$ cat src/rtl/ahs_pkg.sv
// ----------------------------------------------------------------------------
// ahs_pkg
// Shared types and codes for the axis homing sequencer: homing phases, motor
// modes, register indexes and the records passed between front and back.
// ----------------------------------------------------------------------------
`default_nettype none

package ahs_pkg;

  localparam int TimeW  = 32;
  localparam int SpeedW = 16;

  typedef enum logic [2:0] {
    PH_SEEK      = 3'd0,
    PH_BACK_OFF  = 3'd1,
    PH_RESEEK    = 3'd2,
    PH_SETTLE    = 3'd3,
    PH_MOVE_HOME = 3'd4,
    PH_COMPLETE  = 3'd5
  } phase_t;

  typedef enum logic [2:0] {
    MODE_STOP = 3'd0,
    MODE_RUN  = 3'd1,
    MODE_ZERO = 3'd2,
    MODE_HOME = 3'd3,
    MODE_IDLE = 3'd4
  } mode_t;

  typedef enum logic [2:0] {
    REG_SEEK_SPEED     = 3'd0,
    REG_BACK_OFF_SPEED = 3'd1,
    REG_RESEEK_SPEED   = 3'd2,
    REG_HOME_TARGET    = 3'd3,
    REG_DEBOUNCE_MS    = 3'd4,
    REG_SETTLE_MS      = 3'd5
  } reg_idx_t;

  localparam logic CMD_RESTART = 1'b1;

  typedef struct packed {
    logic signed [SpeedW-1:0] seek_speed;
    logic signed [SpeedW-1:0] back_off_speed;
    logic signed [SpeedW-1:0] reseek_speed;
    logic [15:0]              settle_ms;
  } back_cfg_t;

  typedef struct packed {
    logic             restart;
    logic             active;
    logic             rise;
    logic             fall;
    logic [TimeW-1:0] now_ms;
    logic             at_home;
  } step_t;

  typedef struct packed {
    mode_t                    motor_mode;
    logic signed [SpeedW-1:0] speed;
    phase_t                   phase;
    logic                     switch_active;
    logic                     switch_latched;
    logic                     homing_done;
  } result_t;

endpackage

`default_nettype wire

$ cat src/rtl/ahs_front.sv
// ----------------------------------------------------------------------------
// ahs_front
// Input side: debounces the low-active switch, finds active and release
// edges against the previous step and pushes one step record per item.
// ----------------------------------------------------------------------------
`default_nettype none

module ahs_front (
  input  wire logic                        clk,
  input  wire logic                        rst,
  input  wire logic                        push,
  input  wire logic                        command,
  input  wire logic                        raw_switch_level,
  input  wire logic [ahs_pkg::TimeW-1:0]   now_ms,
  input  wire logic                        at_home,
  input  wire logic [7:0]                  debounce_ms,
  input  wire logic                        sq_full,
  output      logic                        sq_push,
  output      ahs_pkg::step_t              sq_data
);
  import ahs_pkg::*;

  logic             last_raw_level;
  logic             stable_level;
  logic [TimeW-1:0] level_change_time;
  logic             prev_switch_active;

  logic             changed;
  logic [TimeW-1:0] change_time_eff;
  logic [TimeW-1:0] elapsed;
  logic             stable_next;
  logic             active_next;
  logic             is_restart;

  assign sq_push         = push && !sq_full;
  assign is_restart      = (command == CMD_RESTART);
  assign changed         = (raw_switch_level != last_raw_level);
  assign change_time_eff = changed ? now_ms : level_change_time;
  assign elapsed         = now_ms - change_time_eff;
  assign stable_next     = (elapsed > {{(TimeW-8){1'b0}}, debounce_ms})
                           ? raw_switch_level : stable_level;
  assign active_next     = !stable_next;

  always_comb begin
    sq_data.restart = is_restart;
    sq_data.now_ms  = now_ms;
    sq_data.at_home = at_home;
    if (is_restart) begin
      sq_data.active = !stable_level;
      sq_data.rise   = 1'b0;
      sq_data.fall   = 1'b0;
    end else begin
      sq_data.active = active_next;
      sq_data.rise   = active_next && !prev_switch_active;
      sq_data.fall   = !active_next && prev_switch_active;
    end
  end

  always_ff @(posedge clk) begin
    if (rst) begin
      last_raw_level     <= 1'b1;
      stable_level       <= 1'b1;
      level_change_time  <= '0;
      prev_switch_active <= 1'b0;
    end else if (sq_push && !is_restart) begin
      last_raw_level     <= raw_switch_level;
      stable_level       <= stable_next;
      level_change_time  <= change_time_eff;
      prev_switch_active <= active_next;
    end
  end

endmodule

`default_nettype wire

$ cat src/rtl/ahs_step_q.sv
// ----------------------------------------------------------------------------
// ahs_step_q
// Two-entry queue of classified step records between front and back.
// ----------------------------------------------------------------------------
`default_nettype none

module ahs_step_q (
  input  wire logic           clk,
  input  wire logic           rst,
  input  wire logic           push,
  input  wire ahs_pkg::step_t push_data,
  output      logic           full,
  input  wire logic           pop,
  output      logic           empty,
  output      ahs_pkg::step_t pop_data
);
  import ahs_pkg::*;

  step_t      entries [2];
  logic       wr_ptr;
  logic       rd_ptr;
  logic [1:0] count;

  assign full     = (count == 2'd2);
  assign empty    = (count == 2'd0);
  assign pop_data = entries[rd_ptr];

  always_ff @(posedge clk) begin
    if (push) begin
      entries[wr_ptr] <= push_data;
    end
  end

  always_ff @(posedge clk) begin
    if (rst) begin
      wr_ptr <= 1'b0;
      rd_ptr <= 1'b0;
      count  <= 2'd0;
    end else begin
      if (push) begin
        wr_ptr <= ~wr_ptr;
      end
      if (pop) begin
        rd_ptr <= ~rd_ptr;
      end
      case ({push, pop})
        2'b10:   count <= count + 2'd1;
        2'b01:   count <= count - 2'd1;
        default: count <= count;
      endcase
    end
  end

endmodule

`default_nettype wire

$ cat src/rtl/ahs_back.sv
// ----------------------------------------------------------------------------
// ahs_back
// Execution side: runs the homing phase machine, the settle timer, the
// switch latch and the done flag, one step record per cycle while not stalled.
// ----------------------------------------------------------------------------
`default_nettype none

module ahs_back (
  input  wire logic               clk,
  input  wire logic               rst,
  input  wire ahs_pkg::back_cfg_t cfg,
  input  wire logic               sq_empty,
  input  wire ahs_pkg::step_t     sq_data,
  output      logic               sq_pop,
  input  wire logic               rq_full,
  output      logic               rq_push,
  output      ahs_pkg::result_t   rq_data
);
  import ahs_pkg::*;

  phase_t           phase;
  phase_t           phase_next;
  logic             settle_started;
  logic             settle_started_next;
  logic [TimeW-1:0] settle_start_time;
  logic [TimeW-1:0] settle_start_time_next;
  logic             latched_status;
  logic             latched_status_next;
  logic             done_flag;
  logic             done_flag_next;

  logic [TimeW-1:0] start_eff;
  logic             settle_over;

  assign sq_pop      = !sq_empty && !rq_full;
  assign rq_push     = sq_pop;
  assign start_eff   = settle_started ? settle_start_time : sq_data.now_ms;
  assign settle_over = ((sq_data.now_ms - start_eff) >= {16'd0, cfg.settle_ms});

  always_comb begin
    phase_next = phase;
    if (sq_data.restart) begin
      phase_next = PH_SEEK;
    end else begin
      case (phase)
        PH_SEEK:      if (sq_data.rise) phase_next = PH_BACK_OFF;
        PH_BACK_OFF:  if (sq_data.fall) phase_next = PH_RESEEK;
        PH_RESEEK:    if (sq_data.rise) phase_next = PH_SETTLE;
        PH_SETTLE:    if (settle_over) phase_next = PH_MOVE_HOME;
        PH_MOVE_HOME: if (sq_data.at_home) phase_next = PH_COMPLETE;
        default:      phase_next = phase;
      endcase
    end
  end

  always_comb begin
    rq_data.motor_mode     = MODE_STOP;
    rq_data.speed          = '0;
    settle_started_next    = settle_started;
    settle_start_time_next = settle_start_time;
    latched_status_next    = latched_status;
    done_flag_next         = done_flag;
    if (sq_data.restart) begin
      done_flag_next = 1'b0;
    end else begin
      case (phase)
        PH_SEEK: begin
          if (sq_data.rise) begin
            latched_status_next = 1'b1;
          end else begin
            rq_data.motor_mode = MODE_RUN;
            rq_data.speed      = cfg.seek_speed;
          end
        end
        PH_BACK_OFF: begin
          if (sq_data.fall) begin
            latched_status_next = 1'b0;
          end else begin
            rq_data.motor_mode = MODE_RUN;
            rq_data.speed      = cfg.back_off_speed;
          end
        end
        PH_RESEEK: begin
          if (sq_data.rise) begin
            latched_status_next = 1'b1;
          end else begin
            rq_data.motor_mode = MODE_RUN;
            rq_data.speed      = cfg.reseek_speed;
          end
        end
        PH_SETTLE: begin
          rq_data.motor_mode     = MODE_ZERO;
          settle_start_time_next = start_eff;
          settle_started_next    = !settle_over;
        end
        PH_MOVE_HOME: begin
          rq_data.motor_mode = sq_data.at_home ? MODE_IDLE : MODE_HOME;
          if (sq_data.fall) begin
            latched_status_next = 1'b0;
          end
        end
        default: begin
          rq_data.motor_mode = MODE_IDLE;
          done_flag_next     = 1'b1;
        end
      endcase
    end
    rq_data.phase          = phase_next;
    rq_data.switch_active  = sq_data.active;
    rq_data.switch_latched = latched_status_next;
    rq_data.homing_done    = done_flag_next;
  end

  always_ff @(posedge clk) begin
    if (rst) begin
      phase             <= PH_SEEK;
      settle_started    <= 1'b0;
      settle_start_time <= '0;
      latched_status    <= 1'b0;
      done_flag         <= 1'b0;
    end else if (sq_pop) begin
      phase             <= phase_next;
      settle_started    <= settle_started_next;
      settle_start_time <= settle_start_time_next;
      latched_status    <= latched_status_next;
      done_flag         <= done_flag_next;
    end
  end

endmodule

`default_nettype wire

$ cat src/rtl/ahs_result_q.sv
// ----------------------------------------------------------------------------
// ahs_result_q
// Two-entry output queue holding finished results until they are popped.
// ----------------------------------------------------------------------------
`default_nettype none

module ahs_result_q (
  input  wire logic             clk,
  input  wire logic             rst,
  input  wire logic             push,
  input  wire ahs_pkg::result_t push_data,
  output      logic             full,
  input  wire logic             pop,
  output      logic             empty,
  output      ahs_pkg::result_t pop_data
);
  import ahs_pkg::*;

  result_t    entries [2];
  logic       wr_ptr;
  logic       rd_ptr;
  logic [1:0] count;
  logic       do_pop;

  assign full     = (count == 2'd2);
  assign empty    = (count == 2'd0);
  assign do_pop   = pop && !empty;
  assign pop_data = entries[rd_ptr];

  always_ff @(posedge clk) begin
    if (push) begin
      entries[wr_ptr] <= push_data;
    end
  end

  always_ff @(posedge clk) begin
    if (rst) begin
      wr_ptr <= 1'b0;
      rd_ptr <= 1'b0;
      count  <= 2'd0;
    end else begin
      if (push) begin
        wr_ptr <= ~wr_ptr;
      end
      if (do_pop) begin
        rd_ptr <= ~rd_ptr;
      end
      case ({push, do_pop})
        2'b10:   count <= count + 2'd1;
        2'b01:   count <= count - 2'd1;
        default: count <= count;
      endcase
    end
  end

endmodule

`default_nettype wire

$ cat src/rtl/axis_homing_sequencer.sv
// ----------------------------------------------------------------------------
// axis_homing_sequencer
// Homing controller for one stepper axis with a low-active limit switch.
//
//   channel  | handshake           | beat
//   ---------+---------------------+---------------------------------------
//   step in  | push / full         | command, raw_switch_level, now_ms,
//            |                     | at_home
//   result   | empty / pop         | motor_mode, speed, phase, switch_active,
//            |                     | switch_latched, homing_done
//   config   | cfg_valid/cfg_ready | cfg_index, cfg_data
//
// One step beat per clock sustained while results are popped; a result
// shows once its step has passed both queues (front writes the step queue
// at the accepting edge, back writes the result queue when it takes the step).
// Reset is synchronous; no clearing pass.
// A stalled result side fills the result queue, then the step queue, and
// only then raises full. cfg_ready is always high.
// ----------------------------------------------------------------------------
`default_nettype none

module axis_homing_sequencer (
  input  wire logic        clk,
  input  wire logic        rst,
  input  wire logic        push,
  output      logic        full,
  input  wire logic        command,
  input  wire logic        raw_switch_level,
  input  wire logic [31:0] now_ms,
  input  wire logic        at_home,
  output      logic        empty,
  input  wire logic        pop,
  output      logic [2:0]  motor_mode,
  output      logic signed [15:0] speed,
  output      logic [2:0]  phase,
  output      logic        switch_active,
  output      logic        switch_latched,
  output      logic        homing_done,
  input  wire logic        cfg_valid,
  output      logic        cfg_ready,
  input  wire logic [2:0]  cfg_index,
  input  wire logic [31:0] cfg_data
);
  import ahs_pkg::*;

  back_cfg_t bcfg;
  logic [7:0] debounce_ms;

  logic    sq_push;
  step_t   sq_in;
  logic    sq_full;
  logic    sq_pop;
  logic    sq_empty;
  step_t   sq_out;
  logic    rq_push;
  result_t rq_in;
  logic    rq_full;
  result_t rq_out;

  assign cfg_ready = 1'b1;

  always_ff @(posedge clk) begin
    if (rst) begin
      bcfg.seek_speed     <= '0;
      bcfg.back_off_speed <= '0;
      bcfg.reseek_speed   <= '0;
      bcfg.settle_ms      <= 16'd100;
      debounce_ms         <= 8'd5;
    end else if (cfg_valid && cfg_ready) begin
      case (reg_idx_t'(cfg_index))
        REG_SEEK_SPEED:     bcfg.seek_speed     <= cfg_data[15:0];
        REG_BACK_OFF_SPEED: bcfg.back_off_speed <= cfg_data[15:0];
        REG_RESEEK_SPEED:   bcfg.reseek_speed   <= cfg_data[15:0];
        REG_HOME_TARGET:    ;
        REG_DEBOUNCE_MS:    debounce_ms         <= cfg_data[7:0];
        REG_SETTLE_MS:      bcfg.settle_ms      <= cfg_data[15:0];
        default:            ;
      endcase
    end
  end

  ahs_front u_front (
    .clk              (clk),
    .rst              (rst),
    .push             (push),
    .command          (command),
    .raw_switch_level (raw_switch_level),
    .now_ms           (now_ms),
    .at_home          (at_home),
    .debounce_ms      (debounce_ms),
    .sq_full          (sq_full),
    .sq_push          (sq_push),
    .sq_data          (sq_in)
  );

  ahs_step_q u_step_q (
    .clk       (clk),
    .rst       (rst),
    .push      (sq_push),
    .push_data (sq_in),
    .full      (sq_full),
    .pop       (sq_pop),
    .empty     (sq_empty),
    .pop_data  (sq_out)
  );

  ahs_back u_back (
    .clk      (clk),
    .rst      (rst),
    .cfg      (bcfg),
    .sq_empty (sq_empty),
    .sq_data  (sq_out),
    .sq_pop   (sq_pop),
    .rq_full  (rq_full),
    .rq_push  (rq_push),
    .rq_data  (rq_in)
  );

  ahs_result_q u_result_q (
    .clk       (clk),
    .rst       (rst),
    .push      (rq_push),
    .push_data (rq_in),
    .full      (rq_full),
    .pop       (pop),
    .empty     (empty),
    .pop_data  (rq_out)
  );

  assign full           = sq_full;
  assign motor_mode     = rq_out.motor_mode;
  assign speed          = rq_out.speed;
  assign phase          = rq_out.phase;
  assign switch_active  = rq_out.switch_active;
  assign switch_latched = rq_out.switch_latched;
  assign homing_done    = rq_out.homing_done;

endmodule

`default_nettype wire

$ cat config.mk
export PLATFORM = sky130hd
export DESIGN_NAME = axis_homing_sequencer
export DESIGN_NICKNAME = d
export VERILOG_FILES = /design/src/rtl/ahs_pkg.sv /design/src/rtl/ahs_front.sv /design/src/rtl/ahs_step_q.sv /design/src/rtl/ahs_back.sv /design/src/rtl/ahs_result_q.sv /design/src/rtl/axis_homing_sequencer.sv
export SDC_FILE = /design/constraint.sdc
export NUM_CORES = 1
export LEC_CHECK = 0
export BUFFER_PORTS_ARGS = -buffer_cell sky130_fd_sc_hd__buf_2
export CORE_MARGIN = 4
export CORE_UTILIZATION = 66
export CTS_CLUSTER_DIAMETER = 60
export DETAILED_ROUTE_END_ITERATION = 7
export PLACE_DENSITY = 0.83
export REMOVE_ABC_BUFFERS = 1
export SKIP_LAST_GASP = 1
export SYNTH_ARGS = -nofsm -noshare
export SYNTH_HDL_FRONTEND = slang
export SYNTH_SLANG_ARGS = --single-unit
export TNS_END_PERCENT = 1
$ cat constraint.sdc
create_clock -name clk -period 12.9 [get_ports clk]
set_clock_uncertainty 0.2 [all_clocks]
set_input_delay 0.645 -clock clk [delete_from_list [all_inputs] [get_ports clk]]
set_output_delay 0.645 -clock clk [all_outputs]
set_load 0.01 [all_outputs]
==> run metrics <==
status completed; Critical path origin u_front.last_raw_level; Synth Cell Area 15800 um2; initial antenna violation count 0; crit-path max cell delay between 0.5 and 0.6 ns; f_max about 0.16 GHz; gpl congestion 0.961; clk slew on worst S/H paths ~0.060 ns; top-area cell type share of the netlist area a little under a quarter; crit path DAT 6.43 ns; hold path start at_home; Worst EP required 12.92 ns; Slew HR around 17%; sum of negative setup slack 0 ns; Clock Path Buffers 3; Tmin final between 6 and 7 ns; Gate Count Post-Synth between 1500 and 2000; routed len/inst 17.5 um; largest net degree at the start of global routing 85; register area between 6000 and 7000 um2; worst setup margin 6.49 ns; GRT Util Overall a little over a quarter; crit end category register; Crit Path Max Fanout 34; Slew @ Worst Pin 1.25 ns; Slew Limit Fails 0; detail-routed via count per cell 6.13; Tcrit/Tclk final 49.7%; via count about 13000; DR DRC count 0; leading cell types by count after synthesis nand2_1, a21oi_1, nor2_1, dfxtp_1, edfxtp_1; CTS tree yes; setup repair bufs after CTS 0; Max Cap Viol 0; largest cells by area after synthesis edfxtp_1, dfxtp_1, ha_1, a21oi_1, mux2_2; Place WS between 6 and 7 ns; htree depth 2; Initial DRC Count between 800 and 900; post-CTS sizing 0; Antenna Diode Count 0; Ys Warns 0; post-route design area roughly 18000 um2; # nets final around 1900; Peak VDD IR approximately 0.15 mV; first-pass GRT wire length ~60000 um; synthesis-stage register bit count 279; CTS buffer count 34; P&R area growth vs syn 10.5%; CP Class reg2reg; Routed WL around 36000 um; site row count 56; synthesized area per cell 9.34 um2; Hold Path Class in2reg; share of cells above drive strength 1 between 10% and 20%; Post-synth EDFFs about 120; Yosys cell types 84; CP delay by family, top simple AND/OR/NAND/NOR gates; fillcell total 1700; Hold-fix buffers, CTS 0; core area around 24000 um2; ys async rst share 0%; Congestion Overflow GR 0; Die X roughly 160 um; Die Y around 160 um; die area around 27000 um2; worst reg2reg path startpoint u_front.last_raw_level; Seq/Total Area, Yosys roughly 43%; Worst-Skew Late Latency ~0.51 ns; Slowest cell on crit path nor4_1; crit-path cells xor2_4 -> buf_4 -> mux2i_1 -> ha_1 -> and2_4 -> a221oi_2 -> nand2_1 -> a21o_2 -> a21oi_1 -> xnor2_1 -> ha_1 -> nand4_1 -> o21ai_0 -> and4_1 -> nand4_1 -> a2111oi_4 -> nand4_2 -> nor4_4 -> a21boi_0 -> nor4_1; root buf cell clkbuf_16; hpwl dp between 20000 and 30000 um; Multi-input gate area roughly 8500 um2; vias in the first global route around 12000; final setup fails 0; placed inst area between 15000 and 20000 um2; count leader, synth nand2_1; Buf/Inv on CP 1; pwr dens about 210 nW/um2; crit path launch type register; Post-DRT Antenna Nets 0; TritonCTS Sinks 279; RSZ-0062 raised after global routing no; Starting Density between 60% and 70%; area leader, netlist edfxtp_1; Leak between 6 and 7 nW; I/O Pins about 100; DRT Pass-1 Iters 5; PortBufs 85; final hold violation count 0; Main synth FF type dfxtp_1
==> per-stage QoR <==
step | cells | hold slack, ns | power (mW) | utilization [%]
after floorplan | 1606 | 0.227 | 2.36 | -
after global placement | 2021 | 0.238 | 2.72 | 69.7
after detailed placement | 2021 | 0.244 | 2.77 | 69.7
after CTS | 2082 | 0.130 | 3.69 | 74.3
after global routing | 2082 | 0.129 | 3.94 | 74.3
final | 2082 | 0.138 | 3.69 | 74.3
==> power by group <==
group          internal (mW)  total [mW]  leakage [nW]  switching, mW
sequential              1.06        1.11          2.43         0.0529
combinational          0.665        1.66          3.58          0.998
clock                  0.544       0.913         0.534          0.369
total                   2.27        3.69          6.55           1.42
==> area by class of cell <==
class / instances / share of cell area, %
repair buffers: 96 / 2.92
well taps: 319 / 2.28
multi-input cells: 1277 / 48.5
clock inverters: 14 / 0.765
clock buffers: 47 / 5.43
inverters: 50 / 1.07
flip-flops and latches: 279 / 39.0
==> final timing paths <==
| check | end | depth (start not counted) | slack (ns) |
|---|---|---|---|
| worst max register to register | u_step_q.entries[1][34] | 20 | 6.49 |
| worst min-delay path | u_step_q.entries[0][0] | 1 | 0.14 |
| worst min register to register | bcfg[55] | 2 | 0.25 |
| worst max-delay path | u_step_q.entries[1][34] | 20 | 6.49 |
==> cells by family after synthesis <==
group,synth area share [%]
AND/OR/NAND/NOR,16.0
AO/OA/AOI/OAI,17.4
flip-flops,43.1
multiplexers,10.1
buffers and inverters,3.62
adder cells (fa/ha/maj),7.20
XOR/XNOR,2.53
other,0.0237
==> placed cells by master (no fill, tap or decap), types with 5 or more instances in the layout <==
master | synthesis | routed
nand2_1 | 223 | 223
a21oi_1 | 187 | 187
nor2_1 | 184 | 180
dfxtp_1 | 155 | 154
edfxtp_1 | 124 | 124
ha_1 | 88 | 88
buf_2 | 8 | 84
mux2_2 | 77 | 77
mux2i_1 | 73 | 73
inv_1 | 50 | 50
o21ai_0 | 45 | 45
a211oi_1 | 43 | 43
clkbuf_16 | 0 | 35
nand4_1 | 32 | 32
nor3_1 | 29 | 27
xor2_1 | 22 | 22
xnor2_1 | 22 | 22
nor2b_1 | 17 | 17
a21o_1 | 17 | 17
o21a_1 | 17 | 17
a22oi_1 | 17 | 17
nand3_1 | 14 | 14
buf_4 | 5 | 12
or3_1 | 11 | 11
nand2b_1 | 11 | 11
o211ai_1 | 10 | 10
clkbuf_1 | 73 | 9
o21bai_1 | 8 | 8
nand3b_1 | 8 | 8
o31ai_1 | 6 | 6
nor4_1 | 6 | 6
and3_1 | 6 | 6
o221ai_1 | 5 | 5
clkinv_2 | 0 | 5
==> sequential cells by signal (all words and copies together) (netlist names), 2 cells and up, named ones only <==
name and cells:
u_step_q.entries 74, bcfg 64, u_result_q.entries 50, u_back.settle_start_time 32
u_front.level_change_time 32, debounce_ms 8, u_back.phase 3, u_result_q.count 2
u_step_q.count 2
==> routing by layer <==
metal | vias to the layer above | track usage, % | wire [um]
met3 | 90 | 3.54 | 2120
li1 | 6267 | - | -
met2 | 435 | 47.5 | 17800
met4 | 0 | 8.96 | 1120
met1 | 5981 | 34.8 | 15400
met5 | - | 0 | 0
Power figures use the tool's default switching activity.
